`src/rtl/core/bra_pkg.sv`:
```
`timescale 1ns / 1ps
// Shared codes for the banker's resource allocator: item kinds, result
// status codes and configuration register indexes. No dependencies.
package bra_pkg;

  typedef enum logic [2:0] {
    KIND_LOAD_ALLOC = 3'd0,
    KIND_LOAD_CLAIM = 3'd1,
    KIND_LOAD_AVAIL = 3'd2,
    KIND_REQUEST    = 3'd3,
    KIND_RELEASE    = 3'd4
  } kind_t;

  typedef enum logic [2:0] {
    ST_GRANTED   = 3'd0,
    ST_OVER_NEED = 3'd1,
    ST_OVER_AVAIL = 3'd2,
    ST_UNSAFE    = 3'd3,
    ST_RELEASED  = 3'd4
  } status_t;

  localparam logic CFG_PROCESS_COUNT  = 1'b0;
  localparam logic CFG_RESOURCE_COUNT = 1'b1;

endpackage

```
`src/rtl/core/bankers_resource_allocator.sv`:
```
`timescale 1ns / 1ps
// Banker's algorithm resource allocator, top level. Uses bra_pkg and bra_tables.
// Loads, releases of an unused process and request elements that are not last
// are handled in the idle state. A release sweeps the resources. A last request
// element sweeps them for the claim check and again for the tentative update,
// then the safety check: up to process_count passes over the processes, each
// unfinished process swept again and each finished one skipped, and a rollback
// sweep if unsafe. The sweeps go through the single read port of the tables,
// one resource per cycle. Results are strobed on out_valid for one cycle and
// cannot be held off.
module bankers_resource_allocator #(
  parameter int MAX_PROCS  = 8,
  parameter int MAX_RES    = 4,
  parameter int COUNT_BITS = 8
) (
  input  logic       clk,
  input  logic       rst_n,
  input  logic       cfg_we,
  input  logic       cfg_index,
  input  logic [3:0] cfg_wdata,
  input  logic       start,
  output logic       busy,
  input  logic [2:0] in_kind,
  input  logic [2:0] in_process,
  input  logic [1:0] in_resource,
  input  logic [7:0] in_amount,
  input  logic       in_last,
  output logic       out_valid,
  output logic [2:0] out_status,
  output logic [2:0] out_process_echo
);
  import bra_pkg::*;

  localparam int CW   = COUNT_BITS;
  localparam int PW   = $clog2(MAX_PROCS);
  localparam int RW   = (MAX_RES > 1) ? $clog2(MAX_RES) : 1;
  localparam int NPW  = $clog2(MAX_PROCS + 1);
  localparam int NRW  = $clog2(MAX_RES + 1);
  localparam int AW   = PW + RW;
  localparam int WW   = CW + NPW;
  localparam int CMAX = (1 << CW) - 1;

  typedef enum logic [7:0] {
    S_IDLE  = 8'b0000_0001,
    S_CHECK = 8'b0000_0010,
    S_APPLY = 8'b0000_0100,
    S_NEXT  = 8'b0000_1000,
    S_SCAN  = 8'b0001_0000,
    S_ADD   = 8'b0010_0000,
    S_ROLL  = 8'b0100_0000,
    S_REL   = 8'b1000_0000
  } state_t;

  state_t        state_r, state_nxt;
  logic [3:0]    pcount_r, pcount_nxt;
  logic [2:0]    rcount_r, rcount_nxt;
  logic [CW-1:0] avail_r [MAX_RES];
  logic [CW-1:0] avail_nxt [MAX_RES];
  logic [CW-1:0] pend_r [MAX_RES];
  logic [CW-1:0] pend_nxt [MAX_RES];
  logic [WW-1:0] work_r [MAX_RES];
  logic [WW-1:0] work_nxt [MAX_RES];
  logic [CW-1:0] tmp_r [MAX_RES];
  logic [CW-1:0] tmp_nxt [MAX_RES];
  logic          done_r [MAX_PROCS];
  logic          done_nxt [MAX_PROCS];
  logic [PW-1:0] row_r, row_nxt;
  logic [PW-1:0] reqrow_r, reqrow_nxt;
  logic [2:0]    echo_r, echo_nxt;
  logic [NRW-1:0] sw_cnt_r, sw_cnt_nxt;
  logic          sw_dv_r, sw_dv_nxt;
  logic [RW-1:0] sw_dj_r, sw_dj_nxt;
  logic [NPW-1:0] i_r, i_nxt;
  logic [NPW-1:0] fin_r, fin_nxt;
  logic          prog_r, prog_nxt;
  logic          fits_r, fits_nxt;
  logic          overc_r, overc_nxt;
  logic          overa_r, overa_nxt;
  logic          res_v_r, res_v_nxt;
  logic [2:0]    status_r, status_nxt;

  logic [NPW-1:0] np;
  logic [NRW-1:0] nr;
  logic           issue;
  logic           sweep_last;
  logic [CW-1:0]  rd_alloc, rd_claim;
  logic signed [CW:0] need;
  logic           wr_alloc_en, wr_claim_en;
  logic [AW-1:0]  wr_addr, rd_addr;
  logic [CW-1:0]  wr_data;
  logic [CW-1:0]  amt_sat;
  logic           p_in_tbl, r_in_tbl;
  logic [CW:0]    sat_sum;
  logic           over_c_now, over_a_now, fits_now;

  bra_tables #(.AW(AW), .CW(CW)) u_tables (
    .clk        (clk),
    .wr_alloc_en(wr_alloc_en),
    .wr_claim_en(wr_claim_en),
    .wr_addr    (wr_addr),
    .wr_data    (wr_data),
    .rd_addr    (rd_addr),
    .rd_alloc   (rd_alloc),
    .rd_claim   (rd_claim)
  );

  always_comb begin
    if (pcount_r == 4'd0) begin
      np = NPW'(1);
    end else if (32'(pcount_r) > MAX_PROCS) begin
      np = NPW'(MAX_PROCS);
    end else begin
      np = NPW'(pcount_r);
    end
    if (rcount_r == 3'd0) begin
      nr = NRW'(1);
    end else if (32'(rcount_r) > MAX_RES) begin
      nr = NRW'(MAX_RES);
    end else begin
      nr = NRW'(rcount_r);
    end
  end

  assign amt_sat  = (32'(in_amount) > CMAX) ? CW'(CMAX) : CW'(in_amount);
  assign p_in_tbl = 32'(in_process) < MAX_PROCS;
  assign r_in_tbl = 32'(in_resource) < MAX_RES;

  assign issue      = (state_r != S_IDLE) && (state_r != S_NEXT) && (state_r != S_ADD)
                      && (sw_cnt_r < nr);
  assign sweep_last = sw_dv_r && (sw_dj_r == RW'(nr - NRW'(1)));
  assign rd_addr    = {row_r, sw_cnt_r[RW-1:0]};
  assign need       = $signed({1'b0, rd_claim}) - $signed({1'b0, rd_alloc});
  assign sat_sum    = {1'b0, avail_r[sw_dj_r]} + {1'b0, rd_alloc};

  assign over_c_now = $signed({1'b0, pend_r[sw_dj_r]}) > need;
  assign over_a_now = pend_r[sw_dj_r] > avail_r[sw_dj_r];
  assign fits_now   = !(!need[CW] && (WW'(need[CW-1:0]) > work_r[sw_dj_r]));

  always_comb begin
    state_nxt  = state_r;
    pcount_nxt = pcount_r;
    rcount_nxt = rcount_r;
    avail_nxt  = avail_r;
    pend_nxt   = pend_r;
    work_nxt   = work_r;
    tmp_nxt    = tmp_r;
    done_nxt   = done_r;
    row_nxt    = row_r;
    reqrow_nxt = reqrow_r;
    echo_nxt   = echo_r;
    i_nxt      = i_r;
    fin_nxt    = fin_r;
    prog_nxt   = prog_r;
    fits_nxt   = fits_r;
    overc_nxt  = overc_r;
    overa_nxt  = overa_r;
    res_v_nxt  = 1'b0;
    status_nxt = status_r;
    sw_cnt_nxt = issue ? sw_cnt_r + NRW'(1) : sw_cnt_r;
    sw_dv_nxt  = issue;
    sw_dj_nxt  = sw_cnt_r[RW-1:0];
    wr_alloc_en = 1'b0;
    wr_claim_en = 1'b0;
    wr_addr     = {row_r, sw_dj_r};
    wr_data     = rd_alloc;

    if (cfg_we) begin
      unique case (cfg_index)
        CFG_PROCESS_COUNT:  pcount_nxt = cfg_wdata;
        CFG_RESOURCE_COUNT: rcount_nxt = cfg_wdata[2:0];
        default: ;
      endcase
    end

    unique case (state_r)
      S_IDLE: begin
        wr_addr = {PW'(in_process), RW'(in_resource)};
        wr_data = amt_sat;
        sw_cnt_nxt = '0;
        sw_dv_nxt  = 1'b0;
        if (start) begin
          echo_nxt   = in_process;
          row_nxt    = PW'(in_process);
          reqrow_nxt = PW'(in_process);
          case (in_kind)
            KIND_LOAD_ALLOC: wr_alloc_en = p_in_tbl && r_in_tbl;
            KIND_LOAD_CLAIM: wr_claim_en = p_in_tbl && r_in_tbl;
            KIND_LOAD_AVAIL: begin
              if (r_in_tbl) begin
                avail_nxt[RW'(in_resource)] = amt_sat;
              end
            end
            KIND_REQUEST: begin
              if (r_in_tbl) begin
                pend_nxt[RW'(in_resource)] = amt_sat;
              end
              if (in_last) begin
                if (NPW'(in_process) >= np || !p_in_tbl) begin
                  res_v_nxt  = 1'b1;
                  status_nxt = ST_OVER_NEED;
                  for (int j = 0; j < MAX_RES; j++) pend_nxt[j] = '0;
                end else begin
                  overc_nxt = 1'b0;
                  overa_nxt = 1'b0;
                  state_nxt = S_CHECK;
                end
              end
            end
            KIND_RELEASE: begin
              if (NPW'(in_process) >= np || !p_in_tbl) begin
                res_v_nxt  = 1'b1;
                status_nxt = ST_RELEASED;
              end else begin
                state_nxt = S_REL;
              end
            end
            default: ;
          endcase
        end
      end
      S_CHECK: begin
        if (sw_dv_r) begin
          overc_nxt = overc_r | over_c_now;
          overa_nxt = overa_r | over_a_now;
          if (sweep_last) begin
            sw_cnt_nxt = '0;
            sw_dv_nxt  = 1'b0;
            if (overc_nxt) begin
              res_v_nxt  = 1'b1;
              status_nxt = ST_OVER_NEED;
              state_nxt  = S_IDLE;
              for (int j = 0; j < MAX_RES; j++) pend_nxt[j] = '0;
            end else if (overa_nxt) begin
              res_v_nxt  = 1'b1;
              status_nxt = ST_OVER_AVAIL;
              state_nxt  = S_IDLE;
              for (int j = 0; j < MAX_RES; j++) pend_nxt[j] = '0;
            end else begin
              state_nxt = S_APPLY;
            end
          end
        end
      end
      S_APPLY: begin
        if (sw_dv_r) begin
          wr_alloc_en = 1'b1;
          wr_data     = rd_alloc + pend_r[sw_dj_r];
          avail_nxt[sw_dj_r] = avail_r[sw_dj_r] - pend_r[sw_dj_r];
          if (sweep_last) begin
            for (int j = 0; j < MAX_RES; j++) work_nxt[j] = WW'(avail_nxt[j]);
            for (int k = 0; k < MAX_PROCS; k++) done_nxt[k] = 1'b0;
            i_nxt     = '0;
            fin_nxt   = '0;
            prog_nxt  = 1'b0;
            state_nxt = S_NEXT;
          end
        end
      end
      S_NEXT: begin
        sw_cnt_nxt = '0;
        sw_dv_nxt  = 1'b0;
        if (i_r == np) begin
          if (fin_r == np) begin
            res_v_nxt  = 1'b1;
            status_nxt = ST_GRANTED;
            state_nxt  = S_IDLE;
            for (int j = 0; j < MAX_RES; j++) pend_nxt[j] = '0;
          end else if (!prog_r) begin
            row_nxt   = reqrow_r;
            state_nxt = S_ROLL;
          end else begin
            i_nxt    = '0;
            prog_nxt = 1'b0;
          end
        end else if (done_r[PW'(i_r)]) begin
          i_nxt = i_r + NPW'(1);
        end else begin
          row_nxt   = PW'(i_r);
          fits_nxt  = 1'b1;
          state_nxt = S_SCAN;
        end
      end
      S_SCAN: begin
        if (sw_dv_r) begin
          fits_nxt = fits_r & fits_now;
          tmp_nxt[sw_dj_r] = rd_alloc;
          if (sweep_last) begin
            state_nxt = S_ADD;
          end
        end
      end
      S_ADD: begin
        if (fits_r) begin
          for (int j = 0; j < MAX_RES; j++) begin
            if (NRW'(j) < nr) begin
              work_nxt[j] = work_r[j] + WW'(tmp_r[j]);
            end
          end
          done_nxt[PW'(i_r)] = 1'b1;
          fin_nxt  = fin_r + NPW'(1);
          prog_nxt = 1'b1;
        end
        i_nxt     = i_r + NPW'(1);
        state_nxt = S_NEXT;
      end
      S_ROLL: begin
        if (sw_dv_r) begin
          wr_alloc_en = 1'b1;
          wr_data     = rd_alloc - pend_r[sw_dj_r];
          avail_nxt[sw_dj_r] = avail_r[sw_dj_r] + pend_r[sw_dj_r];
          if (sweep_last) begin
            res_v_nxt  = 1'b1;
            status_nxt = ST_UNSAFE;
            state_nxt  = S_IDLE;
            for (int j = 0; j < MAX_RES; j++) pend_nxt[j] = '0;
          end
        end
      end
      S_REL: begin
        if (sw_dv_r) begin
          wr_alloc_en = 1'b1;
          wr_data     = '0;
          avail_nxt[sw_dj_r] = sat_sum[CW] ? CW'(CMAX) : sat_sum[CW-1:0];
          if (sweep_last) begin
            res_v_nxt  = 1'b1;
            status_nxt = ST_RELEASED;
            state_nxt  = S_IDLE;
          end
        end
      end
      default: state_nxt = S_IDLE;
    endcase
  end

  always_ff @(posedge clk) begin
    if (!rst_n) begin
      state_r  <= S_IDLE;
      pcount_r <= 4'd8;
      rcount_r <= 3'd4;
      res_v_r  <= 1'b0;
      sw_cnt_r <= '0;
      sw_dv_r  <= 1'b0;
      for (int j = 0; j < MAX_RES; j++) pend_r[j] <= '0;
      for (int k = 0; k < MAX_PROCS; k++) done_r[k] <= 1'b0;
    end else begin
      state_r  <= state_nxt;
      pcount_r <= pcount_nxt;
      rcount_r <= rcount_nxt;
      res_v_r  <= res_v_nxt;
      sw_cnt_r <= sw_cnt_nxt;
      sw_dv_r  <= sw_dv_nxt;
      pend_r   <= pend_nxt;
      done_r   <= done_nxt;
    end
  end

  always_ff @(posedge clk) begin
    avail_r  <= avail_nxt;
    work_r   <= work_nxt;
    tmp_r    <= tmp_nxt;
    row_r    <= row_nxt;
    reqrow_r <= reqrow_nxt;
    echo_r   <= echo_nxt;
    sw_dj_r  <= sw_dj_nxt;
    i_r      <= i_nxt;
    fin_r    <= fin_nxt;
    prog_r   <= prog_nxt;
    fits_r   <= fits_nxt;
    overc_r  <= overc_nxt;
    overa_r  <= overa_nxt;
    status_r <= status_nxt;
  end

  assign busy             = (state_r != S_IDLE);
  assign out_valid        = res_v_r;
  assign out_status       = status_r;
  assign out_process_echo = echo_r;

endmodule

```
`src/rtl/core/bra_tables.sv`:
```
`timescale 1ns / 1ps
// Allocation and claim tables of the allocator, one synchronous memory each,
// with a shared address for reading and one for writing. Uses bra_pkg.
module bra_tables #(
  parameter int AW = 5,
  parameter int CW = 8
) (
  input  logic          clk,
  input  logic          wr_alloc_en,
  input  logic          wr_claim_en,
  input  logic [AW-1:0] wr_addr,
  input  logic [CW-1:0] wr_data,
  input  logic [AW-1:0] rd_addr,
  output logic [CW-1:0] rd_alloc,
  output logic [CW-1:0] rd_claim
);
  import bra_pkg::*;

  logic [CW-1:0] alloc_mem [1<<AW];
  logic [CW-1:0] claim_mem [1<<AW];

  always_ff @(posedge clk) begin
    if (wr_alloc_en) begin
      alloc_mem[wr_addr] <= wr_data;
    end
    rd_alloc <= alloc_mem[rd_addr];
  end

  always_ff @(posedge clk) begin
    if (wr_claim_en) begin
      claim_mem[wr_addr] <= wr_data;
    end
    rd_claim <= claim_mem[rd_addr];
  end

endmodule
```
`config.mk`:
```
export PLATFORM = sky130hd
export DESIGN_NAME = bankers_resource_allocator
export DESIGN_NICKNAME = d
export VERILOG_FILES = /design/src/rtl/core/bra_pkg.sv /design/src/rtl/core/bankers_resource_allocator.sv /design/src/rtl/core/bra_tables.sv
export SDC_FILE = /design/constraint.sdc
export NUM_CORES = 1
export LEC_CHECK = 0
export BUFFER_PORTS_ARGS = -buffer_cell sky130_fd_sc_hd__buf_2
export CORE_MARGIN = 5
export CORE_UTILIZATION = 46
export DETAILED_ROUTE_END_ITERATION = 8
export GPL_ROUTABILITY_DRIVEN = 1
export SYNTH_ARGS = -nofsm -noshare
export SYNTH_HDL_FRONTEND = slang
export SYNTH_SLANG_ARGS = --single-unit
```
`constraint.sdc`:
```
create_clock -name clk -period 11 [get_ports clk]
set_clock_uncertainty 0.05 [all_clocks]
set_input_delay 1.65 -clock clk [delete_from_list [all_inputs] [get_ports clk]]
set_output_delay 1.65 -clock clk [all_outputs]
set_load 0.005 [all_outputs]
```
==> key figures <==
Status
  • Status: finished, final reports clean

Worst setup path
  • Reg2reg end: pend_r[0]
  • Crit path cell chain: inv_1 -> ha_1 -> a21o_1 -> a21o_1 -> a21o_1 -> a21o_1 -> a31oi_1 -> xor2_1 -> ha_1 -> nand4_1 -> o21ai_0 -> nor3b_1 -> nand4_1 -> o21ai_2 -> o31a_1 -> o2bb2ai_1
  • Crit Path Max Fanout: 11
  • Arrival @ worst endpoint: 5.35 ns
  • Crit path kind: register to register
  • R2R cell count: 16
  • Critical Path End Type: register
  • Worst r2r src: u_tables.rd_alloc[1]
  • Max incr delay on CP: 0.82 ns
  • Most frequent CP cell: a21o_1
  • CP required: 11.49 ns
  • Setup slack, reg-to-reg: 6.14 ns
  • Worst setup path startpoint: u_tables.rd_alloc[1]
  • Startpoint class of the critical path: register
  • Slowest CP cell: dfxtp_1

Synth
  • Mapped Area: 33,990 um2
  • Top-area cell type share of the netlist area: 56.98%
  • Seq cells post-synth: 723
  • Syn avg cell area: 14.68 um2
  • Top post-synthesis cells by area: edfxtp_1 57%, mux4_2 12%, dfxtp_1 4.6%
  • Most used DFF post-synth: edfxtp_1
  • Post-synth EDFFs: 645
  • Post-synth ARST share: 0%
  • Gate Count Post-Synth: 2,315
  • Ys Warns: 0
  • Synth cell types: 95
  • Post-synth top area cell: edfxtp_1
  • Synth Net Count: 2,452
  • Sequential fraction of the synthesis area: 61.58%

STA
  • Tcrit/Tclk final: 44.21%
  • # setup viols final: 0
  • Tmin final: 4.864 ns
  • Unrepaired setup endpoints after global routing: false
  • Worst setup margin: 6.136 ns
  • Slew @ Worst Pin: 1.287 ns
  • FMAX: 205.6 MHz
  • Hold slack: 0.4072 ns
  • Sum of negative setup slack: 0 ns
  • Max Slew Vio Count: 0
  • Slew headroom: 14.18%
  • Final count of hold timing violations: 0

Finish
  • Share of layout cells above drive strength 1: 18.32%
  • # nets final: 2,484
  • Layout area overhead: 11.27%
  • Core Util, Final: 51.75%
  • Number of diodes: 0
  • Fillers: 6,038

Clock network
  • Clk root buf: clkbuf_16
  • H-tree depth: 3
  • CTS buffer count: 79
  • Worst-Skew Late Latency: 0.64 ns
  • Sink Count: 723
  • Worst-path clk slew: 0.06 ns
  • Hold-fix buffers at CTS: 0
  • Postcts setup bufs: 0
  • PostCTS Resize Cnt: 0
  • Clk buf depth: 3
  • CTS tree: yes

Die
  • Die area: 79,430 um2
  • Core Area: 73,080 um2
  • IO Pins: 34
  • Initial Util: 46.51%
  • Die Width: 281.8 um
  • Rows: 99
  • Die height: 281.8 um

Placed design
  • # port buffers: 33
  • GPL Wtd Cong: 0.9116
  • Dpl ws: 6.190 ns
  • HPWL Detailed: 63.63 mm

Drt
  • DRT Wirelength: 92.63 mm
  • Iteration-0 DRC Markers: 1,943
  • DRC Markers: 0
  • Routed Antenna Nets: 0
  • DR WL/cell: 27.47 um
  • Total vias in the final route: 20,800
  • Detailed-router iteration count before antenna repair: 6
  • Via density: 6.167

Power and ir drop
  • P_leak: 12.61 nW
  • P per Cell Area: 261.5 nW/um2
  • Peak supply drop: 177.7 uV

Global routing
  • Maximum number of pins on one net before global-route repair: 65
  • First-pass GRT wire length: 137.1 mm
  • GRT overflow: 0
  • Number of global-route vias before repair: 21,230
  • Total GRT Usage: 23.17%
  • Initial antenna violation count: 6

Hold path
  • Startpoint of the worst hold path: pend_r[9]
  • Hold EP: pend_r[9]
  • Min-Delay Path Class: register to register
  • Hold depth: 1

Flow run
  • Max-cap violations: 0
[power by group]
group / internal [W] / switching (W) / total [W]
logic: 0.00109 / 0.00214 / 0.00323
clock network: 0.00163 / 0.00110 / 0.00273
registers: 0.00373 / 0.000199 / 0.00393
[how the worst max path moves through the flow]
stage,depth (start not counted),slack [ns],endpoint
finish,16,6.14,pend_r[0]
global placement,16,6.30,pend_r[5]
floorplan,10,3.09,u_tables.alloc_mem[0][6]
detailed placement,16,6.19,pend_r[0]
CTS,16,6.15,pend_r[5]
global route,16,5.73,pend_r[1]
[synthesized netlist by cell type (22+ instances only)]
master	instances
edfxtp_1	645
nor2b_1	24
o21ai_0	106
xor2_1	34
mux4_2	184
o2bb2ai_1	24
nand2_1	174
nand3_1	24
nor2_1	198
buf_2	27
a21oi_1	85
a21o_1	22
nor3_1	25
nand2b_1	22
ha_1	101
inv_1	73
clkbuf_1	58
dfxtp_1	78
xnor2_1	33
[cells in the final DEF (no fill, tap or decap), drive strengths merged, types with 18 or more instances in the layout]
cell	Yosys	final
nor2b	25	25
a21oi	85	85
o22ai	21	21
o21a	20	20
inv	76	81
nor3	27	27
mux4	184	184
buf	52	62
xor2	34	34
nand3	27	27
ha	101	101
a21o	22	22
clkinv	0	28
nand2	179	179
xnor2	33	33
o21ai	111	111
o2bb2ai	24	24
mux2	18	18
clkbuf	59	98
o211ai	19	19
dfxtp	78	78
nand2b	22	22
edfxtp	645	645
nor2	200	200
[logic make-up after synthesis]
group / share of synthesized area (%)
fa+ha+maj: 4.307
simple gates: 7.859
flops: 61.58
xor+xnor: 1.726
compound gates: 9.085
buf+inv: 2.334
mux: 13.11
[final cells by class]
| cell class | count | area, um2 | area share, % |
|---|---|---|---|
| timing repair buffer | 62 | 382.9 | 1.012 |
| tap | 959 | 1200 | 3.173 |
| inverter | 76 | 285.3 | 0.7543 |
| clock buffer | 98 | 2100 | 5.551 |
| clock inverter | 49 | 586.8 | 1.552 |
| multi-input combinational | 1405 | 12330 | 32.59 |
| sequential | 723 | 20940 | 55.36 |
[per-layer routing]
layer  vias to the layer above  wire, um  global-route usage (%)
li1                       9157         -                       -
met1                     10620     36940                   29.64
met2                       793     45920                   39.30
met3                       219      5526                   3.941
met4                        10      4176                   10.04
met5                         -        68                       0
[worst max-delay path: cells and delay by family, from the launching register on]
family | cells | cell delay, ns
buffers and inverters | 1 | 0.36
and+or+nand+nor | 3 | 0.49
xor gates and xnor gates | 1 | 0.14
AOI/OAI and AO/OA | 9 | 2.17
DFF | 1 | 0.82
adders and majority gates | 2 | 0.70
[registers in the layout, indices dropped and copies added, names as in the netlist, 4 cells and up]
| register | count |
|---|---|
| work_r | 48 |
| fin_r | 4 |
| tmp_r | 32 |
| pcount_r | 4 |
| u_tables.alloc_mem | 256 |
| u_tables.rd_alloc | 8 |
| u_tables.claim_mem | 256 |
| i_r | 4 |
| avail_r | 32 |
| done_r | 8 |
| pend_r | 32 |
| u_tables.rd_claim | 8 |
| state_r | 8 |
[stage by stage]
stage / total power, W / instances / cell area, um2
after floorplan: 0.006051 / 2315 / 33990
after global placement: 0.007193 / 3225 / 35130
after detailed placement: 0.007239 / 3225 / 35130
after CTS: 0.009972 / 3372 / 37820
after global routing: 0.01037 / 3372 / 37820
final: 0.009889 / 3372 / 37820
(Power assumes the default switching activity.)
